===== src/sv/rrs_pkg.sv =====
// Package: types, sizes and state codes of the round-robin scheduler.
`default_nettype none
package rrs_pkg;

  localparam int MAX_TASKS = 16;
  localparam int IDX_W = (MAX_TASKS > 1) ? $clog2(MAX_TASKS) : 1;
  localparam int CNT_W = $clog2(MAX_TASKS + 1);

  localparam int ID_W    = 8;
  localparam int BURST_W = 16;
  localparam int ARR_W   = 16;
  localparam int TIME_W  = 32;
  localparam int QUANT_W = 16;

  localparam logic [QUANT_W-1:0] QUANT_RST = 16'd4;

  typedef struct packed {
    logic [ARR_W-1:0]   arrive;
    logic [BURST_W-1:0] left;
    logic [ID_W-1:0]    id;
  } slot_t;

  typedef struct packed {
    logic                arrived;
    logic                fits;
    logic [TIME_W-1:0]   sum;
    logic [BURST_W-1:0]  left_rem;
  } alu_res_t;

  typedef enum logic [1:0] {
    ST_LOAD = 2'b01,
    ST_RUN  = 2'b10
  } state_t;

endpackage
`default_nettype wire


===== src/sv/rrs_ring.sv =====
// Generic RAM: one write port, one read port with registered read data.
`default_nettype none
module rrs_ring #(
  parameter int WIDTH = 40,
  parameter int DEPTH = 16
) (
  input  wire                     clk,
  input  wire                     wr_en,
  input  wire [$clog2(DEPTH)-1:0] wr_addr,
  input  wire [WIDTH-1:0]         wr_data,
  input  wire [$clog2(DEPTH)-1:0] rd_addr,
  output logic [WIDTH-1:0]        rd_data
);

  logic [WIDTH-1:0] mem_r [DEPTH];
  logic [WIDTH-1:0] rd_data_r;

  always_ff @(posedge clk) begin
    if (wr_en) begin
      mem_r[wr_addr] <= wr_data;
    end
    rd_data_r <= mem_r[rd_addr];
  end

  assign rd_data = rd_data_r;

endmodule
`default_nettype wire


===== src/sv/rrs_alu.sv =====
// Shared time unit: arrival and quantum compares, saturating time add.
`default_nettype none
module rrs_alu (
  input  wire [rrs_pkg::TIME_W-1:0]  sim_time,
  input  rrs_pkg::slot_t             slot,
  input  wire [rrs_pkg::QUANT_W-1:0] quantum,
  output rrs_pkg::alu_res_t          res
);
  import rrs_pkg::*;

  logic [TIME_W-1:0] add_op;
  logic [TIME_W:0]   sum_w;

  always_comb begin
    res.arrived  = {{(TIME_W-ARR_W){1'b0}}, slot.arrive} <= sim_time;
    res.fits     = slot.left <= quantum;
    res.left_rem = slot.left - quantum;
    if (!res.arrived) begin
      add_op = {{(TIME_W-1){1'b0}}, 1'b1};
    end else if (res.fits) begin
      add_op = {{(TIME_W-BURST_W){1'b0}}, slot.left};
    end else begin
      add_op = {{(TIME_W-QUANT_W){1'b0}}, quantum};
    end
    sum_w   = {1'b0, sim_time} + {1'b0, add_op};
    res.sum = sum_w[TIME_W] ? {TIME_W{1'b1}} : sum_w[TIME_W-1:0];
  end

endmodule
`default_nettype wire


===== src/sv/round_robin_schedule_sim.sv =====
// Top level: round-robin scheduler, task loading and run sequencer.
//
// Tasks load one item per cycle into a 16-entry queue; a task offered while the
// queue is full is dropped. The item with in_tlast set loads its task and starts
// the run, during which in_tready is low. The run works through the queue turn
// by turn: a turn either completes the head task, requeues it after one quantum,
// or, when it has not yet arrived, requeues it after one time unit; once the
// queue is empty, the run closes and loading resumes. The single shared
// compare/add unit works on the queue head each cycle, but a completing turn
// stalls while the result register waits on out_tready.
// out_tlast marks the last completion of a run. cfg_wr_en writes the quantum
// (0 acts as 1) and should only be used while no run is in progress.
`default_nettype none
module round_robin_schedule_sim (
  input  wire        clk,
  input  wire        rst_n,
  input  wire        cfg_wr_en,
  input  wire [15:0] cfg_wr_data,   // quantum
  input  wire        in_tvalid,
  output logic       in_tready,
  input  wire [39:0] in_tdata,      // task_id[7:0], burst_time[23:8], arrival_time[39:24]
  input  wire        in_tlast,      // last_task
  output logic       out_tvalid,
  input  wire        out_tready,
  output logic [39:0] out_tdata,    // done_id[7:0], finish_time[39:8]
  output logic       out_tlast      // run_end
);
  import rrs_pkg::*;

  state_t              state_r, state_nxt;
  logic [IDX_W-1:0]    head_r, head_nxt;
  logic [CNT_W-1:0]    count_r, count_nxt;
  logic [TIME_W-1:0]   time_r, time_nxt;
  logic [QUANT_W-1:0]  quantum_r;
  logic [QUANT_W-1:0]  q_eff;

  logic                out_valid_r, out_valid_nxt;
  logic [ID_W-1:0]     out_id_r, out_id_nxt;
  logic [TIME_W-1:0]   out_time_r, out_time_nxt;
  logic                out_end_r, out_end_nxt;

  logic                wr_en;
  logic [IDX_W-1:0]    wr_idx;
  slot_t               wr_data;
  slot_t               rd_slot;
  slot_t               ram_q;
  slot_t               in_slot;
  alu_res_t            alu_res;

  logic                byp_hit;
  logic                byp_r;
  slot_t               byp_data_r;

  logic [CNT_W:0]      tail_sum;
  logic [IDX_W-1:0]    tail_idx;
  logic [IDX_W-1:0]    head_inc;
  logic                in_acc;
  logic                out_busy;

  // head entry is read ahead at the next head index; a write to that entry is forwarded
  rrs_ring #(
    .WIDTH ($bits(slot_t)),
    .DEPTH (MAX_TASKS)
  ) u_ring (
    .clk     (clk),
    .wr_en   (wr_en),
    .wr_addr (wr_idx),
    .wr_data (wr_data),
    .rd_addr (head_nxt),
    .rd_data (ram_q)
  );

  rrs_alu u_alu (
    .sim_time (time_r),
    .slot     (rd_slot),
    .quantum  (q_eff),
    .res      (alu_res)
  );

  assign q_eff    = (quantum_r == '0) ? {{(QUANT_W-1){1'b0}}, 1'b1} : quantum_r;
  assign in_slot  = '{arrive: in_tdata[39:24], left: in_tdata[23:8], id: in_tdata[7:0]};
  assign in_tready = (state_r == ST_LOAD);
  assign in_acc   = in_tvalid && in_tready;
  assign out_busy = out_valid_r && !out_tready;
  assign rd_slot  = byp_r ? byp_data_r : ram_q;
  assign byp_hit  = wr_en && (wr_idx == head_nxt);

  always_comb begin
    tail_sum = {{(CNT_W+1-IDX_W){1'b0}}, head_r} + {1'b0, count_r};
    if (tail_sum >= (CNT_W+1)'(MAX_TASKS)) begin
      tail_sum = tail_sum - (CNT_W+1)'(MAX_TASKS);
    end
    tail_idx = tail_sum[IDX_W-1:0];
    head_inc = (head_r == IDX_W'(MAX_TASKS - 1)) ? '0 : head_r + 1'b1;
  end

  always_comb begin
    state_nxt     = state_r;
    head_nxt      = head_r;
    count_nxt     = count_r;
    time_nxt      = time_r;
    out_valid_nxt = out_valid_r && !out_tready;
    out_id_nxt    = out_id_r;
    out_time_nxt  = out_time_r;
    out_end_nxt   = out_end_r;
    wr_en         = 1'b0;
    wr_idx        = tail_idx;
    wr_data       = rd_slot;
    case (state_r)
      ST_LOAD: begin
        wr_data = in_slot;
        if (in_acc) begin
          if (count_r < CNT_W'(MAX_TASKS)) begin
            wr_en     = 1'b1;
            count_nxt = count_r + 1'b1;
          end
          if (in_tlast) begin
            state_nxt = ST_RUN;
            time_nxt  = '0;
          end
        end
      end
      ST_RUN: begin
        if (count_r == '0) begin
          state_nxt = ST_LOAD;
          head_nxt  = '0;
          time_nxt  = '0;
        end else if (!alu_res.arrived) begin
          wr_en    = 1'b1;
          head_nxt = head_inc;
          time_nxt = alu_res.sum;
        end else if (alu_res.fits) begin
          if (!out_busy) begin
            out_valid_nxt = 1'b1;
            out_id_nxt    = rd_slot.id;
            out_time_nxt  = alu_res.sum;
            out_end_nxt   = (count_r == CNT_W'(1));
            head_nxt      = head_inc;
            count_nxt     = count_r - 1'b1;
            time_nxt      = alu_res.sum;
          end
        end else begin
          wr_en        = 1'b1;
          wr_data.left = alu_res.left_rem;
          head_nxt     = head_inc;
          time_nxt     = alu_res.sum;
        end
      end
      default: begin
        state_nxt = ST_LOAD;
        head_nxt  = '0;
        count_nxt = '0;
      end
    endcase
  end

  always_ff @(posedge clk) begin
    if (!rst_n) begin
      state_r     <= ST_LOAD;
      head_r      <= '0;
      count_r     <= '0;
      time_r      <= '0;
      quantum_r   <= QUANT_RST;
      out_valid_r <= 1'b0;
      byp_r       <= 1'b0;
    end else begin
      state_r     <= state_nxt;
      head_r      <= head_nxt;
      count_r     <= count_nxt;
      time_r      <= time_nxt;
      out_valid_r <= out_valid_nxt;
      byp_r       <= byp_hit;
      if (cfg_wr_en) begin
        quantum_r <= cfg_wr_data;
      end
    end
  end

  always_ff @(posedge clk) begin
    out_id_r   <= out_id_nxt;
    out_time_r <= out_time_nxt;
    out_end_r  <= out_end_nxt;
    byp_data_r <= wr_data;
  end

  assign out_tvalid = out_valid_r;
  assign out_tdata  = {out_time_r, out_id_r};
  assign out_tlast  = out_end_r;

endmodule
`default_nettype wire


===== config.mk =====
export PLATFORM = sky130hd
export DESIGN_NAME = round_robin_schedule_sim
export DESIGN_NICKNAME = d
export VERILOG_FILES = /design/src/sv/rrs_pkg.sv /design/src/sv/rrs_ring.sv /design/src/sv/rrs_alu.sv /design/src/sv/round_robin_schedule_sim.sv
export SDC_FILE = /design/constraint.sdc
export NUM_CORES = 1
export LEC_CHECK = 0
export BUFFER_PORTS_ARGS = -buffer_cell sky130_fd_sc_hd__buf_2
export CAP_MARGIN = 20
export CORE_AREA = 2 2 231 233
export DETAILED_ROUTE_END_ITERATION = 10
export DIE_AREA = 0 0 233 235
export GPL_ROUTABILITY_DRIVEN = 0
export PLACE_DENSITY_LB_ADDON = 0.05
export SETUP_SLACK_MARGIN = 0.4
export SLEW_MARGIN = 20
export SYNTH_ARGS = -nofsm -noshare
export SYNTH_HDL_FRONTEND = slang
export SYNTH_SLANG_ARGS = --single-unit

===== constraint.sdc =====
create_clock -name clk -period 14.45 [get_ports clk]
set_input_delay 2.1675 -clock clk [delete_from_list [all_inputs] [get_ports clk]]
set_output_delay 2.1675 -clock clk [all_outputs]
set_load 0.005 [all_outputs]

Word-level counts from Yosys, hierarchy flattened
Memories as Yosys holds them, arrays and structs flattened. A register that Yosys moved wholly into a read port is not among the register bits. Index checks and enable logic that the tools add are counted.

Register bits after elaboration: 142. Latch bits: 0. Bits in writable memories: 640. ROM bits: 0. Word-level logic and storage cells: 100. Output and inout port bits: 43. Input port bits: 62. Memories kept: 1.

Memories: u_ring.mem_r (depth 16, bits a word 40, rd ports 1, clocked after Yosys merged registers in 1, wr ports 1, line rrs_ring.sv:15) `logic [WIDTH-1:0] mem_r [DEPTH];`.

Equality and inequality tests: 14. $add $sub $neg: 7. Multiply operators: 0. Reduce and logical (&&, ||, !) cells: 11. Bitwise gates (word level): 2. Shift operators: 0. Muxes and demuxes: 48. Div/mod/pow operators: 0. $lt $le $gt $ge: 4.

Operators by type and width (count): 32-bit two-way mux (8); 16-bit two-way mux (6); 32-bit one-hot mux with 2 select lines (1); 40-bit two-way mux (1); 32-bit by 32-bit adder with 33-bit output (1); 16-bit by 32-bit <= comparator with 1-bit output (1); 16-bit one-hot mux with 2 select lines (1); 5-bit two-way mux (6); 4-bit two-way mux (6); 16-bit <= comparator (1); 16-bit logical NOT (1); 16-bit subtractor (1); 1-bit two-way mux (11); 2-bit inequality test, second input constant (5); 5-bit one-hot mux with 2 select lines (1); 8-bit two-way mux (1); 4-bit one-hot mux with 2 select lines (1); 4-bit by 5-bit adder with 6-bit output (1); 6-bit by 5-bit >= comparator with 1-bit output, second input constant (1); 2-bit two-way mux (3); 2-bit by 1-bit inequality test with 1-bit output, second input constant (3); 6-bit AND reduction (1); 5-bit by 1-bit adder with 5-bit output, second input constant (1); 5-bit by 1-bit equality test with 1-bit output, second input constant (1); 19 further kinds (22).

Longest topological paths before layout
Word-level depth: 12. Mapped depth: 25. Mapped depth without buffers: 23.

Hierarchy
From an unflattened synthesis, not the netlist that was laid out.

Cells, all modules: 2024. Area total of the unflattened synthesis: 34245.3 um^2.

Modules (own cells, without submodules): rrs_ring (seq. area each 20019.2 um^2, area an instance 25131.6 um^2, instances 1, cells each 1040); round_robin_schedule_sim (seq. area each 3253.1 um^2, area an instance 6152.2 um^2, instances 1, cells each 561); rrs_alu (seq. area each 0.0 um^2, area an instance 2961.6 um^2, instances 1, cells each 423).

Worst setup path after synthesis
OpenSTA, ideal clock, no wires.

Path type: flip-flop to flip-flop. Start: register byp_r. End: register out_time_r[18], data pin. Required time: 14.182 ns. Path slack: 8.095 ns. Arrival: 6.088 ns. Buffers on the path: 6. Stages on the path, launching flop included: 25. Period minus slack after synthesis: 6.355 ns. Path through: dfxtp_1 > buf_1 > clkbuf_1 > mux2_2 > ha_1 > a21oi_1 > nand2_1 > a221oi_1 > or3b_1 > and2_1 > clkbuf_1 > or2_2 > ha_1 > fa_1 > a21o_1 > a21oi_1 > o21ai_0 > a221oi_1 > o211ai_1 > a31oi_1 > or4_1 > buf_2 > clkbuf_1 > clkbuf_1 > nand2_1.

RTL lines: from (decl) (line round_robin_schedule_sim.sv:51) `logic byp_r;`; from (signal assigned) (line round_robin_schedule_sim.sv:172) `byp_r <= byp_hit;`; to (signal assigned) (line round_robin_schedule_sim.sv:181) `out_time_r <= out_time_nxt;`; to (decl) (line round_robin_schedule_sim.sv:39) `logic [TIME_W-1:0] out_time_r, out_time_nxt;`.

==> impl_metrics.tcl <==
set metrics [dict create \
    outcome "finished, final reports clean" \
    htree_levels 3 \
    synth_edf_count 681 \
    finalSetupViolCount 0 \
    async_flop_share_pct 0 \
    finalCriticalPeriod_ns 7.06 \
    synth_cell_types 70 \
    ant_nets 0 \
    rsz0062_at_grt "no" \
    cts_resized 0 \
    drt_pass1_iterations 5 \
    post-cts-setup-buffers 0 \
    finalHoldViolations 0 \
    clock_latency_ns 0.63 \
    ir_drop_mv 0.115 \
    seq_area_frac_synth_pct 69.1 \
    setup_slack_ns 7.39 \
    ys_ff_latch 822 \
    fin_skew_ns 0.0260 \
    cts_hold_buf 0 \
    crit_arrival_ns 7.57 \
    synth_nets 2148 \
    p_int_mw 4.12 \
    rows 84 \
    path_class "reg2reg" \
    drtIter0Drc 2120 \
    critPathRequiredTime_ns 14.96 \
    drc 0 \
    drv_slew 0 \
    numPlacedInstances 2757 \
    cp_max_fo 36 \
    holdWs_ns 0.489 \
    cpMaxStageDelayCell "dfxtp_2" \
    synth_top_cell_by_area "edfxtp_1" \
    dp_hpwl_mm 41.9 \
    first_global_vias 18976 \
    nets 2276 \
    slew_headroom_pct 30.5 \
    p_clk_share_pct 39.0 \
    coreArea_mm2 0.0522 \
    clkTransAtPathRegs_ns 0.06 \
    yosys-top-cells-area "edfxtp_1, mux4_2, dfxtp_1" \
    end_kind "register" \
    fin_cells 2909 \
    max_cap_violations 0 \
    drive_above_1_share_pct 24.4 \
    cts_buffer_depth 3 \
    grt_pass1_wl_mm 117 \
    p_sw_share_pct 23.4 \
    critical_path.cell_chain "buf_4 -> mux2i_1 -> ha_1 -> fa_1 -> nand2b_1 -> a21oi_1 -> o21ai_4 -> a31oi_4 -> buf_4 -> nor2_1 -> a211oi_1 -> ha_1 -> o21ai_0 -> nand2b_1 -> and4_1 -> a221oi_1 -> o211ai_1 -> a31oi_1 -> or4_2 -> o21ai_0 -> a22oi_1 -> nor2b_1" \
    vias_per_cell 6.54 \
    die_w_um 233 \
    fmax_ghz 0.142 \
    die_h_um 235 \
    antenna_found_initial 2 \
    tns_ns 0 \
    hp-class "reg2reg" \
    syn_area_mm2 0.0337 \
    synth_cells 2026 \
    p_switching_mw 1.26 \
    final_core_util_pct 72.2 \
    overflow 0 \
    netlist.area_leader.share_pct 60.7 \
    wl_per_cell_um 26.9 \
    n_antenna_cell 0 \
    grt_max_degree 163 \
    tritoncts "yes" \
    seq_power_share_pct 50.9 \
    startpoint_type "register" \
    tightestPinTransition_ns 1.04 \
    slowest_delay_ns 0.74 \
    critPathTopFamily "compound AO/OA/AOI/OAI gates" \
    wl_mm 78.3 \
    cts_root_buffer "clkbuf_16" \
    leakagePower_nw 12.6 \
    cts_sinks 822 \
    io_buffer_count 104 \
    fillers 3216 \
    yosys_warnings 0 \
    critical_path_buf_inv_count 2 \
    ioPinCount 105 \
    avgSynthCellArea_um2 16.6 \
    grt.total_usage_pct 29.1 \
    via_count 19030 \
    power_per_cell_area_mw_per_mm2 143 \
    initial_utilization_pct 64.5 \
    syn2layout_area_growth_pct 12.1 \
    cts_buffers 82 \
    power_frac_comb_pct 10.1 \
    dieArea_mm2 0.0548 \
    synthFlopType "edfxtp_1" \
    dp_slack_ns 7.09 \
    fin_crit_sh_pct 48.9 \
]
## cell usage in the layout (no fill, tap or decap), types with 8 or more instances in the layout
cell and instances:
a22oi_1 61, clkinv_2 17, dfxtp_1 140, clkbuf_16 85, nor2b_1 36, a21oi_1 46, nor3_1 16, buf_4 36
nand4_1 10, edfxtp_1 681, o22ai_2 8, nand3_1 99, nor2_4 18, nor2_1 56, nand2_1 121, a221oi_1 10
and3_1 12, nand2b_1 11, nor4_1 8, mux2_2 67, xnor2_1 33, inv_1 64, clkbuf_1 22, a21o_1 10
and2_1 12, a211oi_1 18, a22o_1 10, ha_1 57, mux4_2 160, buf_2 104, xor2_1 13, o21ai_0 35
a21boi_0 10, mux2i_1 21
## path summary, 6_finish.rpt
check | endpoint | cells after the start | start | slack (ns)
worst min register to register | state_r[1]$_SDFFE_PN0P_ | 2 | state_r[1]$_SDFFE_PN0P_ | 0.49
worst max register to register | time_r[10]$_SDFFE_PN0P_ | 22 | byp_r$_SDFF_PN0_ | 7.39
worst min-delay path | state_r[1]$_SDFFE_PN0P_ | 2 | state_r[1]$_SDFFE_PN0P_ | 0.49
worst max-delay path | time_r[10]$_SDFFE_PN0P_ | 22 | byp_r$_SDFF_PN0_ | 7.39
## final cells by class
cell class	instances	area, um2	share of cell area (%)
Sequential cell	822	23300	61.7
Timing Repair Buffer	142	831	2.20
Clock inverter	38	364	0.965
Inverter	65	244	0.647
Clock buffer	113	2290	6.08
Tap cell	688	861	2.28
Multi-Input combinational cell	1041	9870	26.1
## power by group through the flow
stage,logic [mW],clock network [mW],registers [mW]
after floorplan,0.372,0,2.77
after global placement,0.513,0,2.79
after detailed placement,0.533,0,2.79
after CTS,0.536,2.13,2.74
after global routing,0.595,2.22,2.74
final,0.546,2.10,2.74
## worst register-to-register path, cell delays in order, from the launching register on
cell and delay, ns:
dfxtp_2 0.74, buf_4 0.52, mux2i_1 0.24, ha_1 0.28
fa_1 0.40, nand2b_1 0.18, a21oi_1 0.30, o21ai_4 0.14
a31oi_4 0.22, buf_4 0.37, nor2_1 0.09, a211oi_1 0.42
ha_1 0.37, o21ai_0 0.22, nand2b_1 0.11, and4_1 0.21
a221oi_1 0.44, o211ai_1 0.21, a31oi_1 0.37, or4_2 0.61
o21ai_0 0.25, a22oi_1 0.22, nor2b_1 0.06
## stage by stage
step / total power, mW / cell area [um2]
6_report: 5.38 / 37700
5_1_grt: 5.55 / 37700
4_1_cts: 5.41 / 37700
3_5_place_dp: 3.32 / 35000
3_3_place_gp: 3.30 / 35000
2_1_floorplan: 3.15 / 33700
## layer usage
layer	track usage (%)	share of wire, %	up-vias
met5	0	0	-
met4	8.65	2.4	0
met3	5.15	9.1	139
met2	44.4	47	953
met1	43.8	41	9700
li1	-	-	8238
## cell usage after synthesis, types with 5 or more instances
master    number
nand4_1       10
a21boi_0      10
o211ai_1       5
nor4_1         8
xnor2_1       33
nor3_1        17
or3_1          6
and2_1        11
nor2_1        74
dfxtp_1      141
xor2_1        13
and3_1        12
a31oi_1        6
mux2i_1       21
nand2_1      121
a21oi_1       47
nor2b_1       36
inv_1         65
o22ai_1       10
a22oi_1       61
buf_2         12
a22o_1        10
mux4_2       160
nand2b_1      11
edfxtp_1     681
clkbuf_1      63
o21ai_0       35
buf_8          5
ha_1          57
mux2_2        67
buf_1          5
or4_1          5
a21o_1        11
a211oi_1      18
nand3_1       99
buf_4          8
buf_6          5
a221oi_1      10
## flip-flops by register name, indices dropped and copies added, names as in the netlist
register and flops:
quantum_r 16, time_r 32, byp_r 1, out_tlast 1, state_r 2, out_id_r 8
out_tvalid 1, byp_data_r 40, count_r 5, u_ring.rd_data 40, head_r 4, out_time_r 32
u_ring.mem_r 640
## cells by family after synthesis
logic type | synth area share (%)
xor+xnor | 1.20
buf+inv | 2.23
flops | 69.1
compound gates | 5.47
fa+ha+maj | 2.30
simple gates | 6.11
mux | 13.6
(Power assumes the default switching activity.)
